===== src/rtl/core/dda3_pkg.sv =====
// shared constants and control types for the 3d integer dda ray stepper
// no dependencies
package dda3_pkg;

  // default coordinate width
  localparam int CoordBitsDef = 12;

  // input command codes
  localparam logic CmdStart = 1'b0;
  localparam logic CmdStep  = 1'b1;

  // commands from the controller to the datapath
  typedef struct packed {
    logic latch;     // register the input item
    logic setup;     // deltas, span and step count from the endpoints
    logic scale;     // accumulators set to source times span
    logic advance;   // count a step, move the accumulators, load the dividers
    logic div_step;  // one restoring division step in every lane
    logic load_out;  // write the output register
    logic out_zero;  // written result is the all-zero one
  } ctrl_cmd_t;

  // status from the datapath to the controller
  typedef struct packed {
    logic live;      // stepped count still below the span
  } dp_stat_t;

endpackage


===== src/rtl/core/dda3_if.sv =====
// valid/ready channel interfaces for the 3d integer dda ray stepper
// depends on dda3_pkg
interface dda3_in_if #(
  parameter int COORD_BITS = dda3_pkg::CoordBitsDef
) ();
  logic                  valid;
  logic                  ready;
  logic                  cmd;
  logic [COORD_BITS-1:0] src_x;
  logic [COORD_BITS-1:0] src_y;
  logic [COORD_BITS-1:0] src_z;
  logic [COORD_BITS-1:0] dst_x;
  logic [COORD_BITS-1:0] dst_y;
  logic [COORD_BITS-1:0] dst_z;

  modport source (
    output valid, cmd, src_x, src_y, src_z, dst_x, dst_y, dst_z,
    input  ready
  );
  modport sink (
    input  valid, cmd, src_x, src_y, src_z, dst_x, dst_y, dst_z,
    output ready
  );
endinterface

interface dda3_out_if #(
  parameter int COORD_BITS = dda3_pkg::CoordBitsDef
) ();
  logic                valid;
  logic                ready;
  logic                step_valid;
  logic [COORD_BITS-1:0] floor_x;
  logic [COORD_BITS-1:0] floor_y;
  logic [COORD_BITS-1:0] floor_z;
  logic [COORD_BITS:0]   ceil_x;
  logic [COORD_BITS:0]   ceil_y;
  logic [COORD_BITS:0]   ceil_z;

  modport source (
    output valid, step_valid, floor_x, floor_y, floor_z, ceil_x, ceil_y, ceil_z,
    input  ready
  );
  modport sink (
    input  valid, step_valid, floor_x, floor_y, floor_z, ceil_x, ceil_y, ceil_z,
    output ready
  );
endinterface


===== src/rtl/core/dda3_ctrl.sv =====
// controller state machine of the 3d integer dda ray stepper
// depends on dda3_pkg; drives dda3_dpath through ctrl_cmd_t
module dda3_ctrl #(
  parameter int COORD_BITS = dda3_pkg::CoordBitsDef
) (
  input  logic                  clk_i,
  input  logic                  rst_ni,
  input  logic                  in_valid_i,
  input  logic                  in_cmd_i,
  output logic                  in_ready_o,
  output logic                  out_valid_o,
  input  logic                  out_ready_i,
  output dda3_pkg::ctrl_cmd_t   cmd_o,
  input  dda3_pkg::dp_stat_t    stat_i
);

  localparam int DivCntW = $clog2(COORD_BITS);

  localparam logic [2:0] StIdle  = 3'd0;
  localparam logic [2:0] StSetup = 3'd1;
  localparam logic [2:0] StScale = 3'd2;
  localparam logic [2:0] StAdv   = 3'd3;
  localparam logic [2:0] StDiv   = 3'd4;
  localparam logic [2:0] StDone  = 3'd5;

  logic [2:0]         state_q, state_d;
  logic [DivCntW-1:0] cnt_q, cnt_d;
  logic               zero_q, zero_d;
  logic               out_valid_q, out_valid_d;
  dda3_pkg::ctrl_cmd_t cmd;

  always_comb begin
    cmd     = '0;
    state_d = state_q;
    cnt_d   = cnt_q;
    zero_d  = zero_q;
    unique case (state_q)
      StIdle: begin
        if (in_valid_i) begin
          cmd.latch = 1'b1;
          state_d   = (in_cmd_i == dda3_pkg::CmdStep) ? StAdv : StSetup;
        end
      end
      StSetup: begin
        cmd.setup = 1'b1;
        state_d   = StScale;
      end
      StScale: begin
        cmd.scale = 1'b1;
        zero_d    = 1'b1;
        state_d   = StDone;
      end
      StAdv: begin
        cmd.advance = 1'b1;
        if (stat_i.live) begin
          zero_d  = 1'b0;
          cnt_d   = DivCntW'(COORD_BITS - 1);
          state_d = StDiv;
        end else begin
          zero_d  = 1'b1;
          state_d = StDone;
        end
      end
      StDiv: begin
        cmd.div_step = 1'b1;
        cnt_d        = cnt_q - 1'b1;
        if (cnt_q == '0) begin
          state_d = StDone;
        end
      end
      StDone: begin
        // wait for the output register to free up
        if (!out_valid_q || out_ready_i) begin
          cmd.load_out = 1'b1;
          cmd.out_zero = zero_q;
          state_d      = StIdle;
        end
      end
      default: begin
        state_d = StIdle;
      end
    endcase
  end

  always_comb begin
    out_valid_d = out_valid_q;
    if (cmd.load_out) begin
      out_valid_d = 1'b1;
    end else if (out_ready_i) begin
      out_valid_d = 1'b0;
    end
  end

  always_ff @(posedge clk_i or negedge rst_ni) begin
    if (!rst_ni) begin
      state_q     <= StIdle;
      cnt_q       <= '0;
      zero_q      <= 1'b0;
      out_valid_q <= 1'b0;
    end else begin
      state_q     <= state_d;
      cnt_q       <= cnt_d;
      zero_q      <= zero_d;
      out_valid_q <= out_valid_d;
    end
  end

  assign in_ready_o  = (state_q == StIdle);
  assign out_valid_o = out_valid_q;
  assign cmd_o       = cmd;

`ifndef NO_ASSERTIONS
  // an accepted item always leaves idle
  assert property (@(posedge clk_i) disable iff (!rst_ni)
    (state_q == StIdle && in_valid_i) |=> (state_q != StIdle))
    else $error("dda3_ctrl: accepted item did not start work");

  // a waiting result is never overwritten
  assert property (@(posedge clk_i) disable iff (!rst_ni)
    cmd.load_out |-> (!out_valid_q || out_ready_i))
    else $error("dda3_ctrl: output register overwritten");

  // a stalled result stays offered
  assert property (@(posedge clk_i) disable iff (!rst_ni)
    (out_valid_q && !out_ready_i) |=> out_valid_q)
    else $error("dda3_ctrl: stalled result dropped");

  // division always runs the full count before the result
  assert property (@(posedge clk_i) disable iff (!rst_ni)
    (state_q == StDiv && cnt_q != '0) |=> (state_q == StDiv))
    else $error("dda3_ctrl: division cut short");
`endif

endmodule


===== src/rtl/core/dda3_dpath.sv =====
// datapath of the 3d integer dda ray stepper: endpoint setup, accumulators,
// three restoring divider lanes and the output register; depends on dda3_pkg
module dda3_dpath #(
  parameter int COORD_BITS = dda3_pkg::CoordBitsDef
) (
  input  logic                  clk_i,
  input  logic                  rst_ni,
  input  dda3_pkg::ctrl_cmd_t   cmd_i,
  output dda3_pkg::dp_stat_t    stat_o,
  input  logic [COORD_BITS-1:0] src_i   [3],
  input  logic [COORD_BITS-1:0] dst_i   [3],
  output logic                  step_valid_o,
  output logic [COORD_BITS-1:0] floor_o [3],
  output logic [COORD_BITS:0]   ceil_o  [3]
);

  localparam int CB = COORD_BITS;
  localparam int DW = CB + 1;
  localparam int AW = 2 * CB + 2;

  logic [CB-1:0] src_q   [3];
  logic [CB-1:0] dst_q   [3];
  logic [DW-1:0] delta_q [3];
  logic [AW-1:0] acc_q   [3];
  logic [CB-1:0] rem_q   [3];
  logic [CB-1:0] num_q   [3];
  logic [CB-1:0] floor_q [3];
  logic [CB:0]   ceil_q  [3];
  logic          step_valid_q;
  logic [CB-1:0] span_q;
  logic [DW-1:0] cnt_q;

  logic [DW-1:0]   diff    [3];
  logic [CB-1:0]   mag     [3];
  logic [AW-1:0]   acc_sum [3];
  logic [2*CB-1:0] prod    [3];
  logic [CB-1:0]   rem_d   [3];
  logic [CB-1:0]   num_d   [3];
  logic [CB-1:0]   span_max;
  logic [DW-1:0]   cnt_inc;
  logic            live;

  always_comb begin
    span_max = mag[0];
    if (mag[1] > span_max) begin
      span_max = mag[1];
    end
    if (mag[2] > span_max) begin
      span_max = mag[2];
    end
  end

  // step count saturates at all ones
  assign cnt_inc     = (cnt_q == '1) ? cnt_q : cnt_q + 1'b1;
  assign live        = (cnt_inc < {1'b0, span_q});
  assign stat_o.live = live;

  for (genvar g = 0; g < 3; g++) begin : g_lane
    logic [CB:0] trial;
    logic        ge;

    assign diff[g]    = {1'b0, dst_q[g]} - {1'b0, src_q[g]};
    assign mag[g]     = (dst_q[g] >= src_q[g]) ? dst_q[g] - src_q[g] : src_q[g] - dst_q[g];
    assign prod[g]    = {{CB{1'b0}}, src_q[g]} * {{CB{1'b0}}, span_q};
    assign acc_sum[g] = acc_q[g] + {{(AW - DW){delta_q[g][DW-1]}}, delta_q[g]};

    // restoring step: the partial remainder stays below the span, so the
    // top part of the accumulator on a live ray fits in cb bits
    assign trial    = {rem_q[g], num_q[g][CB-1]};
    assign ge       = (trial >= {1'b0, span_q});
    assign rem_d[g] = ge ? CB'(trial - {1'b0, span_q}) : trial[CB-1:0];
    assign num_d[g] = {num_q[g][CB-2:0], ge};

    always_ff @(posedge clk_i or negedge rst_ni) begin
      if (!rst_ni) begin
        delta_q[g] <= '0;
        acc_q[g]   <= '0;
      end else begin
        if (cmd_i.setup) begin
          delta_q[g] <= diff[g];
        end
        if (cmd_i.scale) begin
          acc_q[g] <= {2'b00, prod[g]};
        end else if (cmd_i.advance && live) begin
          acc_q[g] <= acc_sum[g];
        end
      end
    end

    always_ff @(posedge clk_i) begin
      if (cmd_i.latch) begin
        src_q[g] <= src_i[g];
        dst_q[g] <= dst_i[g];
      end
      if (cmd_i.advance) begin
        rem_q[g] <= acc_sum[g][2*CB-1:CB];
        num_q[g] <= acc_sum[g][CB-1:0];
      end else if (cmd_i.div_step) begin
        rem_q[g] <= rem_d[g];
        num_q[g] <= num_d[g];
      end
      if (cmd_i.load_out) begin
        if (cmd_i.out_zero) begin
          floor_q[g] <= '0;
          ceil_q[g]  <= '0;
        end else begin
          // ceiling is the quotient, plus one for a nonzero remainder
          floor_q[g] <= num_q[g];
          ceil_q[g]  <= {1'b0, num_q[g]} + {{CB{1'b0}}, (rem_q[g] != '0)};
        end
      end
    end

    assign floor_o[g] = floor_q[g];
    assign ceil_o[g]  = ceil_q[g];
  end

  always_ff @(posedge clk_i or negedge rst_ni) begin
    if (!rst_ni) begin
      span_q <= '0;
      cnt_q  <= '0;
    end else begin
      if (cmd_i.setup) begin
        span_q <= span_max;
        cnt_q  <= '0;
      end else if (cmd_i.advance) begin
        cnt_q <= cnt_inc;
      end
    end
  end

  always_ff @(posedge clk_i) begin
    if (cmd_i.load_out) begin
      step_valid_q <= !cmd_i.out_zero;
    end
  end

  assign step_valid_o = step_valid_q;

endmodule


===== src/rtl/core/integer_dda_ray_stepper_3d.sv =====
// 3d integer dda ray stepper: walks a voxel line between two endpoints
// depends on dda3_pkg, dda3_if, dda3_ctrl and dda3_dpath
//
// usage:
//   in_i carries one command per transfer: cmd start loads source and
//   target, cmd step advances the ray by one step. out_o returns exactly
//   one result per command. a start result, and a step at or past the end
//   of the ray, has step_valid low and all coordinates zero; a step strictly
//   inside the ray gives the floor and ceiling voxel of the scaled position.
//   a start passes the setup, scale and done states before its result is
//   valid, a finished step advance and done, a live step advance, the division steps and done.
//   one item is worked on at a time and the next is taken once the result
//   sits in the output register; the length of a live step's work
//   is set by the three restoring divider lanes, one quotient bit per
//   cycle each. a result waiting on a stalled receiver is held in the
//   output register; the next item is still taken and its result waits
//   until that register frees up. reset clears the ray to zero span, so
//   every step before the first start is a finished step.
module integer_dda_ray_stepper_3d #(
  parameter int COORD_BITS = dda3_pkg::CoordBitsDef
) (
  input logic        clk_i,
  input logic        rst_ni,
  dda3_in_if.sink    in_i,
  dda3_out_if.source out_o
);

  dda3_pkg::ctrl_cmd_t   cmd;
  dda3_pkg::dp_stat_t    stat;
  logic [COORD_BITS-1:0] src   [3];
  logic [COORD_BITS-1:0] dst   [3];
  logic [COORD_BITS-1:0] floor_v [3];
  logic [COORD_BITS:0]   ceil_v  [3];

  assign src[0] = in_i.src_x;
  assign src[1] = in_i.src_y;
  assign src[2] = in_i.src_z;
  assign dst[0] = in_i.dst_x;
  assign dst[1] = in_i.dst_y;
  assign dst[2] = in_i.dst_z;

  dda3_ctrl #(
    .COORD_BITS (COORD_BITS)
  ) u_ctrl (
    .clk_i       (clk_i),
    .rst_ni      (rst_ni),
    .in_valid_i  (in_i.valid),
    .in_cmd_i    (in_i.cmd),
    .in_ready_o  (in_i.ready),
    .out_valid_o (out_o.valid),
    .out_ready_i (out_o.ready),
    .cmd_o       (cmd),
    .stat_i      (stat)
  );

  dda3_dpath #(
    .COORD_BITS (COORD_BITS)
  ) u_dpath (
    .clk_i        (clk_i),
    .rst_ni       (rst_ni),
    .cmd_i        (cmd),
    .stat_o       (stat),
    .src_i        (src),
    .dst_i        (dst),
    .step_valid_o (out_o.step_valid),
    .floor_o      (floor_v),
    .ceil_o       (ceil_v)
  );

  assign out_o.floor_x = floor_v[0];
  assign out_o.floor_y = floor_v[1];
  assign out_o.floor_z = floor_v[2];
  assign out_o.ceil_x  = ceil_v[0];
  assign out_o.ceil_y  = ceil_v[1];
  assign out_o.ceil_z  = ceil_v[2];

endmodule

===== src/flat_wrapper.sv =====
// flat-port wrapper written by rule: the top's interface ports become plain ports
module integer_dda_ray_stepper_3d_flat 
#(
  parameter int COORD_BITS = dda3_pkg::CoordBitsDef
)
  (clk_i, rst_ni, in_i_valid, in_i_cmd, in_i_src_x, in_i_src_y, in_i_src_z, in_i_dst_x, in_i_dst_y, in_i_dst_z, in_i_ready, out_o_valid, out_o_step_valid, out_o_floor_x, out_o_floor_y, out_o_floor_z, out_o_ceil_x, out_o_ceil_y, out_o_ceil_z, out_o_ready);
  dda3_in_if #(.COORD_BITS(COORD_BITS)) in_i_i ();
  dda3_out_if #(.COORD_BITS(COORD_BITS)) out_o_i ();
  input logic clk_i;
  input logic rst_ni;
  input wire logic [$bits(in_i_i.valid)-1:0] in_i_valid;
  input wire logic [$bits(in_i_i.cmd)-1:0] in_i_cmd;
  input wire logic [$bits(in_i_i.src_x)-1:0] in_i_src_x;
  input wire logic [$bits(in_i_i.src_y)-1:0] in_i_src_y;
  input wire logic [$bits(in_i_i.src_z)-1:0] in_i_src_z;
  input wire logic [$bits(in_i_i.dst_x)-1:0] in_i_dst_x;
  input wire logic [$bits(in_i_i.dst_y)-1:0] in_i_dst_y;
  input wire logic [$bits(in_i_i.dst_z)-1:0] in_i_dst_z;
  output wire logic [$bits(in_i_i.ready)-1:0] in_i_ready;
  output wire logic [$bits(out_o_i.valid)-1:0] out_o_valid;
  output wire logic [$bits(out_o_i.step_valid)-1:0] out_o_step_valid;
  output wire logic [$bits(out_o_i.floor_x)-1:0] out_o_floor_x;
  output wire logic [$bits(out_o_i.floor_y)-1:0] out_o_floor_y;
  output wire logic [$bits(out_o_i.floor_z)-1:0] out_o_floor_z;
  output wire logic [$bits(out_o_i.ceil_x)-1:0] out_o_ceil_x;
  output wire logic [$bits(out_o_i.ceil_y)-1:0] out_o_ceil_y;
  output wire logic [$bits(out_o_i.ceil_z)-1:0] out_o_ceil_z;
  input wire logic [$bits(out_o_i.ready)-1:0] out_o_ready;
  assign in_i_i.valid = in_i_valid;
  assign in_i_i.cmd = in_i_cmd;
  assign in_i_i.src_x = in_i_src_x;
  assign in_i_i.src_y = in_i_src_y;
  assign in_i_i.src_z = in_i_src_z;
  assign in_i_i.dst_x = in_i_dst_x;
  assign in_i_i.dst_y = in_i_dst_y;
  assign in_i_i.dst_z = in_i_dst_z;
  assign in_i_ready = in_i_i.ready;
  assign out_o_valid = out_o_i.valid;
  assign out_o_step_valid = out_o_i.step_valid;
  assign out_o_floor_x = out_o_i.floor_x;
  assign out_o_floor_y = out_o_i.floor_y;
  assign out_o_floor_z = out_o_i.floor_z;
  assign out_o_ceil_x = out_o_i.ceil_x;
  assign out_o_ceil_y = out_o_i.ceil_y;
  assign out_o_ceil_z = out_o_i.ceil_z;
  assign out_o_i.ready = out_o_ready;
  integer_dda_ray_stepper_3d #(.COORD_BITS(COORD_BITS)) u_core (.clk_i(clk_i), .rst_ni(rst_ni), .in_i(in_i_i), .out_o(out_o_i));
endmodule

===== config.mk =====
export PLATFORM = sky130hd
export DESIGN_NAME = integer_dda_ray_stepper_3d_flat
export DESIGN_NICKNAME = d
export VERILOG_FILES = /design/src/rtl/core/dda3_pkg.sv /design/src/rtl/core/dda3_if.sv /design/src/rtl/core/dda3_ctrl.sv /design/src/rtl/core/dda3_dpath.sv /design/src/rtl/core/integer_dda_ray_stepper_3d.sv /design/src/flat_wrapper.sv
export SDC_FILE = /design/constraint.sdc
export NUM_CORES = 2
export LEC_CHECK = 0
export ABC_CLOCK_PERIOD_IN_PS = 10100
export BUFFER_PORTS_ARGS = -buffer_cell sky130_fd_sc_hd__buf_4
export CAP_MARGIN = 20
export CORE_MARGIN = 2
export CORE_UTILIZATION = 35
export DETAILED_ROUTE_END_ITERATION = 6
export PLACE_DENSITY = 0.59
export REMOVE_ABC_BUFFERS = 1
export SYNTH_ARGS = -nofsm -noshare
export SYNTH_HDL_FRONTEND = slang
export SYNTH_HIERARCHICAL = 1
export SYNTH_SLANG_ARGS = --single-unit

===== constraint.sdc =====
create_clock -name clk_i -period 10.1 [get_ports clk_i]
set_input_delay 0.505 -clock clk_i [delete_from_list [all_inputs] [get_ports clk_i]]
set_output_delay 0.505 -clock clk_i [all_outputs]
set_load 0.02 [all_outputs]

After elaboration in Yosys (flattened, before gate mapping)
Memories as Yosys holds them, arrays and structs flattened.
Index checks and enable logic that the tools add are counted.
{ "totals": {"in_bits": 77, "ram_bits": 219, "elab_cells": 151, "ff_bits": 152, "mem_count": 6} }
{ "classes": {"reduce_logical": 16, "n_bitwise": 12, "add_sub_neg": 20, "multipliers": 3, "magnitude_cmp": 9, "eq_ne": 10, "muxes": 62} }
{ "memory_table": {"columns": ["name", "depth", "word_bits", "rd", "rd_ports_with_merged_regs", "write_ports", "line_no", "text"], "rows": [
  ["u_core.u_dpath.ceil_q", 3, 13, 3, 0, 3, "dda3_dpath.sv:28", "logic [CB:0] ceil_q [3];"],
  ["u_core.u_dpath.dst_q", 3, 12, 3, 0, 3, "dda3_dpath.sv:22", "logic [CB-1:0] dst_q [3];"],
  ["u_core.u_dpath.floor_q", 3, 12, 3, 0, 3, "dda3_dpath.sv:27", "logic [CB-1:0] floor_q [3];"],
  ["u_core.u_dpath.num_q", 3, 12, 3, 0, 3, "dda3_dpath.sv:26", "logic [CB-1:0] num_q [3];"],
  ["u_core.u_dpath.rem_q", 3, 12, 3, 0, 3, "dda3_dpath.sv:25", "logic [CB-1:0] rem_q [3];"],
  ["u_core.u_dpath.src_q", 3, 12, 3, 0, 3, "dda3_dpath.sv:21", "logic [CB-1:0] src_q [3];"]
]} }
{ "ops": {"columns": ["op", "count"], "rows": [
  ["$mux 12", 17],
  ["$mux 26", 6],
  ["$sub 12x12->12", 9],
  ["$add 26x26->26", 3],
  ["$mux 13", 6],
  ["$mul 12x12->24", 3],
  ["$add 12x1->13", 3],
  ["$ge 13x12->1", 3],
  ["$sub 12x12->13", 3],
  ["$ge 12x12->1", 3],
  ["$reduce_bool 12->1", 3],
  ["$gt 12x12->1", 2],
  ["$mux 1", 23],
  ["$pmux 3 s6", 1],
  ["$add 13x1->13 const B", 1],
  ["$eq 13x13->1 const B", 1],
  ["$lt 13x12->1", 1],
  ["$or 1x1->1", 12],
  ["$reduce_bool 2->1", 5],
  ["$mux 3", 3],
  ["$ne 2x2->1 const B", 4],
  ["$pmux 4 s2", 1],
  ["$eq 3x2->1 const B", 2],
  ["$eq 3x3->1 const B", 2],
  ["12 further kinds", 15]
]} }

Longest topological paths before layout
{ "depth": {"word_depth": 8, "ltp_mapped": 32, "depth_no_buf": 30} }

Hierarchy
The synthesis kept the hierarchy.
{ "by_module_without_submodules": {"columns": ["mod", "n_inst", "cells_per_inst", "seq_area_each_um2", "area_per_inst_um2"], "rows": [
  ["dda3_dpath", 1, 4006, 10009.6, 36905.4],
  ["dda3_ctrl", 1, 60, 225.2, 583.1]
]} }

Least setup slack after synthesis
OpenSTA, ideal clock, no wires.
{ "synth_timing": {"path_type": "register to register", "from": "register u_core.u_dpath.span_q[8]", "to": "register u_core/u_dpath/acc_q[23] (netlist bit)", "path_buffers": 3, "arrival_time_ns": 6.077, "stages_incl_launch_ff": 23, "required_time_ns": 9.974, "setup_slack_ns": 3.896, "setup_time_ns": 0.126, "path_cell_list": "dfrtp_1 > clkbuf_1 > inv_1 > clkbuf_1 > buf_1 > nor2_1 > fa_1 > fa_1 > inv_1 > fa_1 > inv_1 > fa_1 > fa_1 > ha_1 > or4_1 > a221oi_1 > o2111ai_1 > a31o_2 > a21oi_1 > nor2b_1 > o41ai_1 > xnor2_1 > mux2i_1"} }
{ "synth_between": {"elab_chain_cells": 3, "word_cells_on_any_way": 5, "classes_between": "mul: 1; order compare: 1; mux: 1; reduce/logical: 2"} }
{ "synth_lines": {"columns": ["item", "line_no", "text"], "rows": [
  ["start: declaration", "dda3_dpath.sv:30", "logic [CB-1:0] span_q;"],
  ["start signal: assignment", "dda3_dpath.sv:124", "span_q <= span_max;"],
  ["parallel branches: the longest is 3 deep, another holds $mul 12x12->24", null, null],
  ["end signal: indexed assignment", "dda3_dpath.sv:83", "acc_q[g] <= {2'b00, prod[g]};"],
  ["end signal: indexed assignment", "dda3_dpath.sv:85", "acc_q[g] <= acc_sum[g];"],
  ["end: declaration", "dda3_dpath.sv:24", "logic [AW-1:0] acc_q [3];"]
]} }
Several ways; the timed one is not identified.
A chain may end at the register's enable or synchronous reset.

==> summary.md <==
| Metric | Value |
|---|---|
| Overflow after GRT | 0 |
| Layout Cells excl Fill | 5578 |
| Width of the chip | 331 µm |
| CP startpoint kind | flip-flop |
| Initial drt markers | 1779 |
| Clock input transition at the sequential cells of the worst setup and hold paths | 0.06 ns |
| Max incr delay on CP | 0.61 ns |
| Antenna violations before repair | 6 |
| Dominant combinational cell family by area after synthesis | adder cells |
| Clock Path Buffers | 3 |
| Unrepaired setup endpoints after global routing | false |
| Mux contribution to synthesized area | 4.03% |
| Post-synth top flop | edfxtp_1 |
| Crit end category | flip-flop |
| Standard cell core area | 0.107 mm² |
| Simple-gate area share of the yosys netlist | 14.6% |
| Number of cell rows | 120 |
| Worst setup skew after layout | 0.0221 ns |
| Post-detailed-placement half-perimeter wirelength | 81.9 mm |
| Crit path arrival time | 7.75 ns |
| Synth Area in XOR/XNOR | 5.62% |
| CP required | 10.63 ns |
| DR DRC count | 0 |
| Total area of multi-input combinational cells | 0.0246 mm² |
| Placed Instances | 5487 |
| Slowest stage cell, crit path | o32a_1 |
| H-Tree Level Count | 2 |
| Remaining antenna violation count | 0 |
| Post-route core utilization | 39.1% |
| Status | completed |
| TritonCTS clock tree | yes |
| Maximum number of pins on one net before global-route repair | 82 |
| Part of the cycle the worst path needs | 71.5% |
| Die height | 331 µm |
| Skew-Pair Late Insertion Delay | 0.64 ns |
| Routed vias/inst | 5.14 |
| Placement Cell Area | 0.0400 mm² |
| Fraction of the mapped netlist area in adder cells | 30.1% |
| Area added between synthesis and finish | 11.1% |
| Initial standard-cell utilization of the core | 35.2% |
| Leading cell type in the layout, fill and taps excluded | nand2_1 |
| Maximum fanout count along the critical path | 11 |
| Number of buffer cells added on primary ports | 154 |
| Post-synthesis compound-gate area fraction | 11.2% |
| Setup violations, final | 0 |
| Class of the tightest hold or removal check | in -> reg |
| Final critical delay including setup and external delays | 7.22 ns |
| Overall via count from detail_route | 28.7k |
| Top cell type by total area after synthesis | edfxtp_1 |
| Filler Cells Inserted | 10.7k |
| Finished Cell Area | 0.0416 mm² |
| Area of all sequential standard cells | 0.0102 mm² |
| Diodes inserted | 0 |
| GRT Total Usage | 19.3% |
| Count of boundary I/O pins | 155 |
| Router iterations before antenna repair | 6 |
| Yosys warns | 6 |
| Post-synth EDFFs | 220 |
| Number of distinct standard cells referenced by the synthesized netlist | 87 |
| DR WL/cell | 19.0 µm |
| Area of the mapped netlist | 0.0375 mm² |
| Most used cells in the layout excluding fill and tap cells | 570 x nand2_1, 514 x inv_1, 403 x ha_1 |
| CTS buffer count | 47 |
| First-pass GRT wire length | 166 mm |
| Max frequency | 138 MHz |
| Setup TNS | 0 ns |
| Synthesized flop and latch total | 365 |
| Max-slew violations | 0 |
| Register area share after synthesis | 27.3% |
| Synth Instances | 4066 |
| # Max-Cap Violations | 0 |
| Buffer type at the clock tree root | clkbuf_16 |
| Post-synthesis async set-or-reset flop share | 39.7% |
| Syn avg cell area | 9.22 µm² |
| Tightest slew margin relative to the limit | 27.6% |
| Number of sinks on the clock net | 365 |
| Share of layout cells above drive strength 1 | 8.41% |
| Final Routed Wirelength | 106 mm |
| Largest cells by area after synthesis | edfxtp_1 18%, fa_1 17%, ha_1 13% |
| Worst Path Class, Setup | reg -> reg |
| Number of gates resized after CTS | 0 |
| Share of the synthesized area in the top cell type | 17.6% |
| Nets@finish | 4928 |
| Count of endpoints failing hold in the final timing report | 0 |
| Routability congestion estimate from global placement | 0.927 |
| Slew of the pin with the lowest slew margin | 1.08 ns |
| Number of global-route vias before repair | 28.9k |
| WP buf/inv | 2 |
| Worst path top cell family by delay | compound AO/OA/AOI/OAI gates |
| Area of the die | 0.110 mm² |
## worst reg2reg max path: cells and delay by family, from the launching register on
family	cells	cell delay, ns
AND/OR/NAND/NOR	3	0.68
XOR/XNOR	1	0.19
flip-flops	1	0.59
multiplexers	2	0.64
adder cells (fa/ha/maj)	3	1.12
buffers and inverters	2	0.32
AO/OA/AOI/OAI	15	3.58
## final cells by class
type	instances	share of cell area, %
clock buffer	62	3.16
multi-input combinational	3005	59.2
timing repair buffer	193	3.51
inverter	524	4.72
tap	1403	4.22
clock inverter	26	0.664
sequential	365	24.6
## synth_stat cells (all sizes together), types with 17 or more instances
| library cell | instances |
|---|---|
| nand2b | 36 |
| a21oi | 193 |
| clkbuf | 137 |
| nand4 | 28 |
| nand2 | 573 |
| buf | 35 |
| edfxtp | 220 |
| nor2b | 39 |
| o21bai | 24 |
| nand3 | 61 |
| nor3 | 49 |
| ha | 403 |
| o21a | 21 |
| o21ai | 205 |
| mux2i | 98 |
| dfrtp | 145 |
| a31oi | 21 |
| nor2 | 295 |
| and3 | 36 |
| and2 | 52 |
| xnor2 | 153 |
| a211oi | 20 |
| a21o | 84 |
| fa | 312 |
| or3 | 17 |
| xor2 | 85 |
| inv | 515 |
| mux2 | 46 |
## repair_timing
item / in CTS / in global routing
endpoints found under the hold margin: 81 / 0
hold buffers: 2 / 0
setup buffers: 0 / 0
## kinds of logic after synthesis
kind of cell / after synthesis
simple gates: 1231
fa+ha+maj: 716
buf+inv: 696
compound gates: 675
flops: 365
xor+xnor: 239
mux: 144
## state kept, by name (all words and copies together) (netlist names), 12 cells and up
signal                  cells
u_core/u_dpath/floor_q     36
u_core/u_dpath/acc_q       72
u_core/u_dpath/delta_q     39
u_core/u_dpath/ceil_q      39
u_core/u_dpath/src_q       36
u_core/u_dpath/dst_q       36
u_core/u_dpath/cnt_q       13
u_core/u_dpath/span_q      12
u_core/u_dpath/num_q       36
u_core/u_dpath/rem_q       36
## per-stage QoR
stage	setup slack [ns]	hold WS, ns
6_report	2.88	0.0525
2_1_floorplan	0.663	0.209
4_1_cts	3.06	0.00248
3_3_place_gp	3.27	0.489
3_5_place_dp	3.08	0.498
5_1_grt	2.37	0.0156
## layer usage
layer	track usage (%)	vias up	wire, µm
li1	-	13678	-
met1	26.5	13907	47900
met2	30.0	868	46100
met3	3.81	204	7490
met4	7.15	2	4210
met5	0	-	8
## worst paths after layout
| path | start | endpoint | slack (ns) | depth (start not counted) |
|---|---|---|---|---|
| setup / recovery | u_core/u_dpath/src_q[0][1] | u_core/u_dpath/span_q[11] | 2.88 | 26 |
| hold / removal | in_i_dst_z[10] | u_core/u_dpath/dst_q[0][34] | 0.05 | 1 |
| setup reg to reg | u_core/u_dpath/src_q[0][1] | u_core/u_dpath/span_q[11] | 2.88 | 26 |
| hold reg to reg | u_core/u_ctrl/zero_q | u_core/u_ctrl/zero_q | 0.51 | 1 |
| max in group asynchronous | rst_ni | u_core/u_dpath/delta_q[12] | 8.09 | 3 |
| min in group asynchronous | rst_ni | u_core/u_dpath/cnt_q[6] | 0.51 | 2 |
Power is not shown: default switching activity piles up to over one toggle a cycle in this logic, so the estimate is an artifact.
